==> src/hw/rtl/crcchk_pkg.sv <==
// Shared types, codes, widths and the CRC-32 byte update for the chunk reassembly checker.
package crcchk_pkg;

    localparam int MAX_BLOB_BYTES_DEF = 128 * 1024;

    localparam int REQ_W    = 2;
    localparam int TLEN_W   = 32;
    localparam int CIDX_W   = 16;
    localparam int CBYTES_W = 10;
    localparam int BYTE_W   = 8;
    localparam int CRC_W    = 32;
    localparam int STATUS_W = 4;
    localparam int OFFS_W   = 17;
    localparam int RLEN_W   = 18;

    localparam logic [CRC_W-1:0] CRC_POLY = 32'hEDB8_8320;
    localparam logic [CRC_W-1:0] CRC_INIT = 32'hFFFF_FFFF;

    typedef enum logic [REQ_W-1:0] {
        REQ_START = 2'd0,
        REQ_CHUNK = 2'd1,
        REQ_DATA  = 2'd2,
        REQ_END   = 2'd3
    } t_req;

    typedef enum logic [STATUS_W-1:0] {
        ST_STARTED      = 4'd0,
        ST_SIZE_REJ     = 4'd1,
        ST_CHUNK_OK     = 4'd2,
        ST_OUT_OF_ORDER = 4'd3,
        ST_OVERFLOW     = 4'd4,
        ST_IGNORED      = 4'd5,
        ST_BYTE_STORED  = 4'd6,
        ST_GOOD         = 4'd7,
        ST_BAD          = 4'd8,
        ST_END_IDLE     = 4'd9
    } t_status;

    typedef struct packed {
        t_req                req_type;
        logic [TLEN_W-1:0]   blob_len;
        logic [CIDX_W-1:0]   chunk_index;
        logic [CBYTES_W-1:0] chunk_bytes;
        logic [BYTE_W-1:0]   data_byte;
        logic [CRC_W-1:0]    expected_crc;
    } t_item;

    typedef struct packed {
        t_status           status;
        logic [OFFS_W-1:0] byte_offset;
        logic [RLEN_W-1:0] received_len;
        logic [CRC_W-1:0]  computed_crc;
    } t_result;

    // Reflected CRC-32, one byte, LSB first.
    function automatic logic [CRC_W-1:0] crc_byte(input logic [CRC_W-1:0] c,
                                                  input logic [BYTE_W-1:0] b);
        logic [CRC_W-1:0] v;
        v = c ^ {{(CRC_W-BYTE_W){1'b0}}, b};
        for (int i = 0; i < BYTE_W; i++) begin
            v = v[0] ? ((v >> 1) ^ CRC_POLY) : (v >> 1);
        end
        return v;
    endfunction

endpackage

==> src/hw/rtl/crcchk_core.sv <==
// Transfer state, per-word decode and result formation for the chunk reassembly checker.
module crcchk_core #(
    parameter int MAX_BLOB_BYTES = crcchk_pkg::MAX_BLOB_BYTES_DEF
) (
    input  logic                 i_clk,
    input  logic                 i_rst_n,
    input  logic                 i_fire,
    input  crcchk_pkg::t_item    i_item,
    output crcchk_pkg::t_result  o_result
);

    localparam int LEN_W = $clog2(MAX_BLOB_BYTES + 1);
    localparam int CBW   = crcchk_pkg::CBYTES_W;
    localparam int OW    = crcchk_pkg::OFFS_W;
    localparam int RW    = crcchk_pkg::RLEN_W;
    localparam int TLW   = crcchk_pkg::TLEN_W;
    localparam int CIW   = crcchk_pkg::CIDX_W;

    logic                          r_busy, n_busy;
    logic [LEN_W-1:0]              r_stored_len, n_stored_len;
    logic [crcchk_pkg::CIDX_W-1:0] r_next_chunk, n_next_chunk;
    logic [LEN_W-1:0]              r_announced_len, n_announced_len;
    logic [crcchk_pkg::CRC_W-1:0]  r_crc, n_crc;
    logic [CBW-1:0]                r_chunk_left, n_chunk_left;

    crcchk_pkg::t_status           status;
    logic [LEN_W-1:0]              offset;
    logic [LEN_W:0]                fill_sum;
    logic [LEN_W-1:0]              rep_len;
    logic [crcchk_pkg::CRC_W-1:0]  rep_crc;
    logic [LEN_W+RW-1:0]           len_wide;
    logic [LEN_W+OW-1:0]           offs_wide;

    assign fill_sum = {1'b0, r_stored_len} + {{(LEN_W+1-CBW){1'b0}}, i_item.chunk_bytes};

    always_comb begin
        n_busy          = r_busy;
        n_stored_len    = r_stored_len;
        n_next_chunk    = r_next_chunk;
        n_announced_len = r_announced_len;
        n_crc           = r_crc;
        n_chunk_left    = r_chunk_left;
        status          = crcchk_pkg::ST_IGNORED;
        offset          = '0;
        rep_len         = '0;
        rep_crc         = '0;

        unique case (i_item.req_type)
            crcchk_pkg::REQ_START: begin
                n_busy          = 1'b0;
                n_stored_len    = '0;
                n_next_chunk    = '0;
                n_announced_len = '0;
                n_crc           = crcchk_pkg::CRC_INIT;
                n_chunk_left    = '0;
                if (i_item.blob_len == '0 ||
                    i_item.blob_len > TLW'(MAX_BLOB_BYTES)) begin
                    status = crcchk_pkg::ST_SIZE_REJ;
                end else begin
                    n_busy          = 1'b1;
                    n_announced_len = i_item.blob_len[LEN_W-1:0];
                    status          = crcchk_pkg::ST_STARTED;
                end
            end
            crcchk_pkg::REQ_CHUNK: begin
                if (r_busy) begin
                    if (i_item.chunk_index != r_next_chunk ||
                        fill_sum > (LEN_W+1)'(MAX_BLOB_BYTES)) begin
                        n_busy          = 1'b0;
                        n_stored_len    = '0;
                        n_next_chunk    = '0;
                        n_announced_len = '0;
                        n_crc           = crcchk_pkg::CRC_INIT;
                        n_chunk_left    = '0;
                        status = (i_item.chunk_index != r_next_chunk) ?
                                 crcchk_pkg::ST_OUT_OF_ORDER : crcchk_pkg::ST_OVERFLOW;
                    end else begin
                        n_next_chunk = r_next_chunk + CIW'(1);
                        n_chunk_left = i_item.chunk_bytes;
                        status       = crcchk_pkg::ST_CHUNK_OK;
                    end
                end
            end
            crcchk_pkg::REQ_DATA: begin
                if (r_busy && r_chunk_left != '0) begin
                    offset       = r_stored_len;
                    n_crc        = crcchk_pkg::crc_byte(r_crc, i_item.data_byte);
                    n_stored_len = r_stored_len + LEN_W'(1);
                    n_chunk_left = r_chunk_left - CBW'(1);
                    status       = crcchk_pkg::ST_BYTE_STORED;
                end
            end
            crcchk_pkg::REQ_END: begin
                if (r_busy) begin
                    status = (~r_crc == i_item.expected_crc &&
                              r_stored_len == r_announced_len) ?
                             crcchk_pkg::ST_GOOD : crcchk_pkg::ST_BAD;
                end else begin
                    status = crcchk_pkg::ST_END_IDLE;
                end
                n_busy          = 1'b0;
                n_stored_len    = '0;
                n_next_chunk    = '0;
                n_announced_len = '0;
                n_crc           = crcchk_pkg::CRC_INIT;
                n_chunk_left    = '0;
            end
            default: ;
        endcase

        // an end word reports the values it compared, everything else the new state
        if (i_item.req_type == crcchk_pkg::REQ_END) begin
            rep_len = r_stored_len;
            rep_crc = ~r_crc;
        end else begin
            rep_len = n_stored_len;
            rep_crc = ~n_crc;
        end
    end

    assign len_wide  = {{RW{1'b0}}, rep_len};
    assign offs_wide = {{OW{1'b0}}, offset};

    always_comb begin
        o_result.status       = status;
        o_result.byte_offset  = offs_wide[OW-1:0];
        o_result.received_len = len_wide[RW-1:0];
        o_result.computed_crc = rep_crc;
    end

    always_ff @(posedge i_clk) begin
        if (!i_rst_n) begin
            r_busy          <= 1'b0;
            r_stored_len    <= '0;
            r_next_chunk    <= '0;
            r_announced_len <= '0;
            r_crc           <= crcchk_pkg::CRC_INIT;
            r_chunk_left    <= '0;
        end else if (i_fire) begin
            r_busy          <= n_busy;
            r_stored_len    <= n_stored_len;
            r_next_chunk    <= n_next_chunk;
            r_announced_len <= n_announced_len;
            r_crc           <= n_crc;
            r_chunk_left    <= n_chunk_left;
        end
    end

    a_idle_clean: assert property (@(posedge i_clk) disable iff (!i_rst_n)
        !r_busy |-> (r_stored_len == '0 && r_chunk_left == '0))
        else $error("idle with leftover transfer state");

    a_len_bound: assert property (@(posedge i_clk) disable iff (!i_rst_n)
        r_stored_len <= LEN_W'(MAX_BLOB_BYTES))
        else $error("stored length beyond capacity");

    a_byte_count: assert property (@(posedge i_clk) disable iff (!i_rst_n)
        (i_fire && status == crcchk_pkg::ST_BYTE_STORED) |=>
        (r_stored_len == $past(r_stored_len) + LEN_W'(1)))
        else $error("stored byte did not advance length");

    a_end_idle: assert property (@(posedge i_clk) disable iff (!i_rst_n)
        (i_fire && i_item.req_type == crcchk_pkg::REQ_END) |=> !r_busy)
        else $error("still busy after end word");

endmodule

==> src/hw/rtl/chunk_reassembly_crc_checker_top.sv <==
// A word accepted into the input register has its result captured in the result register.
// Throughput: one word per cycle while the output is not stalled; the state update and
// byte-wide CRC-32 step sit between the input register and the result register.
// A stalled result holds while one more word waits in the input register.
// Reset (synchronous, active low): idle, CRC all ones, both registers empty.
// Top level of the chunk reassembly CRC-32 checker.
module chunk_reassembly_crc_checker_top #(
    parameter int MAX_BLOB_BYTES = crcchk_pkg::MAX_BLOB_BYTES_DEF
) (
    input  logic                                i_clk,
    input  logic                                i_rst_n,
    input  logic                                i_valid,
    output logic                                o_stall,
    input  logic [crcchk_pkg::REQ_W-1:0]        i_req_type,
    input  logic [crcchk_pkg::TLEN_W-1:0]       i_blob_len,
    input  logic [crcchk_pkg::CIDX_W-1:0]       i_chunk_index,
    input  logic [crcchk_pkg::CBYTES_W-1:0]     i_chunk_bytes,
    input  logic [crcchk_pkg::BYTE_W-1:0]       i_data_byte,
    input  logic [crcchk_pkg::CRC_W-1:0]        i_expected_crc,
    output logic                                o_valid,
    input  logic                                i_stall,
    output logic [crcchk_pkg::STATUS_W-1:0]     o_status,
    output logic [crcchk_pkg::OFFS_W-1:0]       o_byte_offset,
    output logic [crcchk_pkg::RLEN_W-1:0]       o_received_len,
    output logic [crcchk_pkg::CRC_W-1:0]        o_computed_crc
);

    logic                 r_in_valid;
    crcchk_pkg::t_item    r_in;
    logic                 r_out_valid;
    crcchk_pkg::t_result  r_out;
    crcchk_pkg::t_result  core_result;
    logic                 adv;
    logic                 fire;

    assign adv     = !r_out_valid || !i_stall;
    assign fire    = r_in_valid && adv;
    assign o_stall = r_in_valid && !adv;

    always_ff @(posedge i_clk) begin
        if (!i_rst_n) begin
            r_in_valid <= 1'b0;
        end else if (!o_stall) begin
            r_in_valid <= i_valid;
        end
    end

    always_ff @(posedge i_clk) begin
        if (i_valid && !o_stall) begin
            r_in.req_type     <= crcchk_pkg::t_req'(i_req_type);
            r_in.blob_len     <= i_blob_len;
            r_in.chunk_index  <= i_chunk_index;
            r_in.chunk_bytes  <= i_chunk_bytes;
            r_in.data_byte    <= i_data_byte;
            r_in.expected_crc <= i_expected_crc;
        end
    end

    crcchk_core #(
        .MAX_BLOB_BYTES(MAX_BLOB_BYTES)
    ) u_core (
        .i_clk    (i_clk),
        .i_rst_n  (i_rst_n),
        .i_fire   (fire),
        .i_item   (r_in),
        .o_result (core_result)
    );

    always_ff @(posedge i_clk) begin
        if (!i_rst_n) begin
            r_out_valid <= 1'b0;
        end else if (adv) begin
            r_out_valid <= r_in_valid;
        end
    end

    always_ff @(posedge i_clk) begin
        if (fire) begin
            r_out <= core_result;
        end
    end

    assign o_valid        = r_out_valid;
    assign o_status       = r_out.status;
    assign o_byte_offset  = r_out.byte_offset;
    assign o_received_len = r_out.received_len;
    assign o_computed_crc = r_out.computed_crc;

endmodule
==> config.mk <==
export PLATFORM = sky130hd
export DESIGN_NAME = chunk_reassembly_crc_checker_top
export DESIGN_NICKNAME = d
export VERILOG_FILES = /design/src/hw/rtl/crcchk_pkg.sv /design/src/hw/rtl/crcchk_core.sv /design/src/hw/rtl/chunk_reassembly_crc_checker_top.sv
export SDC_FILE = /design/constraint.sdc
export NUM_CORES = 1
export LEC_CHECK = 0
export BUFFER_PORTS_ARGS = -buffer_cell sky130_fd_sc_hd__buf_2
export CELL_PAD_IN_SITES_DETAIL_PLACEMENT = 1
export CELL_PAD_IN_SITES_GLOBAL_PLACEMENT = 2
export CORE_MARGIN = 5
export CORE_UTILIZATION = 40
export DETAILED_ROUTE_END_ITERATION = 12
export PLACE_DENSITY = 0.9
export SYNTH_ARGS = -nofsm -noshare
export SYNTH_HDL_FRONTEND = slang
export SYNTH_HIERARCHICAL = 1
export SYNTH_SLANG_ARGS = --single-unit
==> constraint.sdc <==
create_clock -name i_clk -period 14.1 [get_ports i_clk]
set_input_delay 2.115 -clock i_clk [delete_from_list [all_inputs] [get_ports i_clk]]
set_output_delay 2.115 -clock i_clk [all_outputs]
set_load 0.01 [all_outputs]
==> impl_metrics.toml <==
[logic_synthesis]
synth-simple-area-share = 0.142
syn_nets = 1422
yosysTopAreaCell = "edfxtp_1"
synthMuxAreaShare = 0.00243
yosys-top-cells-area = "edfxtp_1 38%, dfxtp_1 14%, xnor2_1 4.9%"
syn_area_per_cell_um2 = 10.3
yosysWarnings = 6
syn_area_um2 = 13400
ys_async_sr_fraction = 0
synth_top_family_by_area = "compound AO/OA/AOI/OAI gates"
ys_seq_area_frac = 0.528
synth_fa_ha_area_frac = 0.0183
synth_xor_area_frac = 0.104
synth_top_area_share = 0.383
synth-compound-area-share = 0.175
synth_seq_cells = 268
syn_inst = 1299
post_synth_num_cell_types = 78
synthFlopType = "edfxtp_1"
synth_enable_flop_cells = 171

[floorplanning]
dieArea_um2 = 37300
die_h_um = 193
ioPinCount = 177
die_w_um = 193
initial_core_util = 0.403
rows = 67
core_area_um2 = 33300

[sta]
min_period_over_period = 0.334
hold_slack_ps = 505
setup-violations-final = 0
fmax_ghz = 0.212
maxSlewHeadroom = 0.180
fin_tns_setup_ps = 0
rsz0062_at_grt = "no"
fin_worst_skew_ps = 19.3
worst_pin_slew_ps = 1230
hold_viol = 0
slew_violations = 0
min_period_ps = 4710

[clocking]
clock-sinks = 268
cts.path.max_buffers = 3
hold_buffers = 0
cts_resized = 0
h-tree-depth = 1
cts_tree = "yes"
clockRootBuffer = "clkbuf_16"
clock_latency_ps = 570
clk_pin_slew_ps = 60
postCtsSetupBuffers = 0
cts_buffers = 29

[setup_path]
arrival_ps = 2600
regToRegStartpoint = "u_core/r_stored_len[0]"
ff2ff_setup_slack_ps = 9520
r2r_cells = 12
cp.depth = 3
end_kind = "output pin"
r2r-end = "o_computed_crc[0]"
cp_slowest_stage_delay_ps = 220
crit_chain = "buf_2 -> and3_4 -> buf_2"
crit_slowest_cell = "and3_4"
crit_start = "i_stall"
crit_buf_inv = 2
crit_required_ps = 11980
worstSetupPathType = "primary input to output pin"
worstPathMaxFanout = 3
path_delay_family = "buffers and inverters"
start_kind = "primary input"
crit_path_frequent_cell = "buf_2"

[power_and_ir_drop]
switching_power_uw = 500
seqPwrFrac = 0.457
internal_power_mw = 1.46
power.share.switching = 0.255
clockPowerShare = 0.421
comb_power_share = 0.122
leakagePower_nw = 5.83
peakVddDrop_mv = 0.107
power_density_nw_per_um2 = 125

[routing]
num_vias = 10900
drt-initial-drc-count = 1004
viasPerCell = 5.71
ant_nets = 0
routedWlPerCell_um = 22.7
first_pass_iters = 5
drt-total-wl_mm = 43.3
drc = 0

[layout]
area_growth_pct = 16.9
fin_nets = 1556
final_layout_size_suffix_gt1_frac = 0.181
stdcell_count = 1904
fill_cells = 3721
diodes = 0

[min_path]
hold_end = "u_core/r_announced_len[13]"
hold_path.class = "flip-flop to flip-flop"
min_from = "u_core/r_announced_len[13]"
min_delay_path_depth = 1

[place]
dp_hpwl_mm = 31.0
gp_congestion = 0.830
dp.cells = 1850
io_buffers = 176

[grt]
grt_max_degree = 75
grt_pass1_vias = 11100
grtUsageTotal = 0.227
grt-ovfl-total = 0
grt_pass1_wl_mm = 65.7
antenna_found_initial = 1

[outcome]
status = "finished, final reports clean"

[flow_run]
cap_violations = 0
==> cell type report <==
cell class | instances | area, um^2 | share of cell area
Inverter | 21 | 78.8 | 0.00503
Clock inverter | 14 | 179 | 0.0114
Tap cell | 448 | 561 | 0.0358
Timing Repair Buffer | 185 | 948 | 0.0605
Sequential cell | 268 | 7080 | 0.452
Multi-Input combinational cell | 928 | 5960 | 0.380
Clock buffer | 40 | 865 | 0.0552
==> cells by family after synthesis <==
kind of cell,Yosys count
adders and majority gates,19
muxes,3
buffers and inverters,103
xor gates and xnor gates,153
and+or+nand+nor,395
DFF,268
AOI/OAI and AO/OA,358
==> through the flow <==
step	total power [mW]	utilization	setup WS (ps)	instance area [um^2]
2_1_floorplan	1.06	-	4220	13400
3_3_place_gp	1.14	0.439	8980	14600
3_5_place_dp	1.15	0.439	8820	14600
4_1_cts	1.98	0.471	9380	15700
5_1_grt	2.03	0.471	9210	15700
6_report	1.96	0.471	9390	15700
==> layout by cell type (no fill, tap or decap), drive strengths merged, types with 22 or more instances in the layout <==
cell type,netlist,final
buf,20,185
xor2,75,75
nand3,22,22
a31oi,24,24
nand2,136,136
inv,20,22
a22oi,29,29
o21ai,77,77
clkbuf,62,40
nor3,29,29
edfxtp,171,171
xnor2,77,77
nor4,26,26
dfxtp,97,97
a21oi,100,100
o211ai,33,33
nor2,87,87
nand4,23,23
==> power groups by stage <==
stage	registers [mW]	clock network, mW	logic, mW
3_3_place_gp	0.910	0	0.228
6_report	0.895	0.825	0.239
5_1_grt	0.898	0.875	0.259
4_1_cts	0.896	0.843	0.237
2_1_floorplan	0.912	0	0.152
3_5_place_dp	0.912	0	0.236
==> worst max path at each step <==
stage          slack (ps)                         end
6_report             9390                     o_stall
5_1_grt              9210   u_core/r_announced_len[9]
4_1_cts              9380                     o_stall
3_5_place_dp         8820   u_core/r_announced_len[4]
3_3_place_gp         8980  u_core/r_announced_len[10]
2_1_floorplan        4220      u_core/r_chunk_left[5]
==> cell usage after synthesis, types with 4 or more instances <==
| library cell | n |
|---|---|
| a31oi_1 | 24 |
| o211ai_1 | 33 |
| edfxtp_1 | 171 |
| o2bb2ai_1 | 8 |
| ha_1 | 18 |
| inv_1 | 19 |
| xnor2_1 | 75 |
| nand4_1 | 23 |
| nand2_1 | 136 |
| a211o_1 | 5 |
| a211oi_1 | 5 |
| nor3_1 | 29 |
| o21ai_1 | 9 |
| clkbuf_1 | 62 |
| or3_1 | 10 |
| o22ai_1 | 9 |
| dfxtp_1 | 97 |
| o21a_1 | 5 |
| nor4_1 | 25 |
| and2_1 | 6 |
| and3_1 | 18 |
| nand2b_1 | 5 |
| nand3_1 | 22 |
| nor2_1 | 87 |
| buf_2 | 18 |
| a21o_1 | 7 |
| o21ai_0 | 67 |
| a22oi_1 | 29 |
| nor3b_1 | 5 |
| a22o_1 | 19 |
| o31ai_1 | 4 |
| a32oi_1 | 4 |
| xor2_1 | 72 |
| a21oi_1 | 98 |
| nor2b_1 | 9 |
| or2_2 | 5 |
==> per-layer routing <==
| layer | vias to the layer above | track usage | share of wire |
|---|---|---|---|
| li1 | 5062 | - | - |
| met1 | 5381 | 0.320 | 0.45 |
| met2 | 362 | 0.364 | 0.46 |
| met3 | 67 | 0.0378 | 0.067 |
| met4 | 2 | 0.0596 | 0.024 |
| met5 | - | 0 | 0.00016 |
==> state kept, by name (all words and copies together) (netlist names), 4 cells and up <==
name and flops:
u_core/r_announced_len 18, o_byte_offset 17, r_in 100, u_core/r_crc 32
u_core/r_stored_len 18, o_received_len 18, o_status 4, u_core/r_chunk_left 10
o_computed_crc 32, u_core/r_next_chunk 16
No activity file was read; power rests on OpenSTA's default activity.
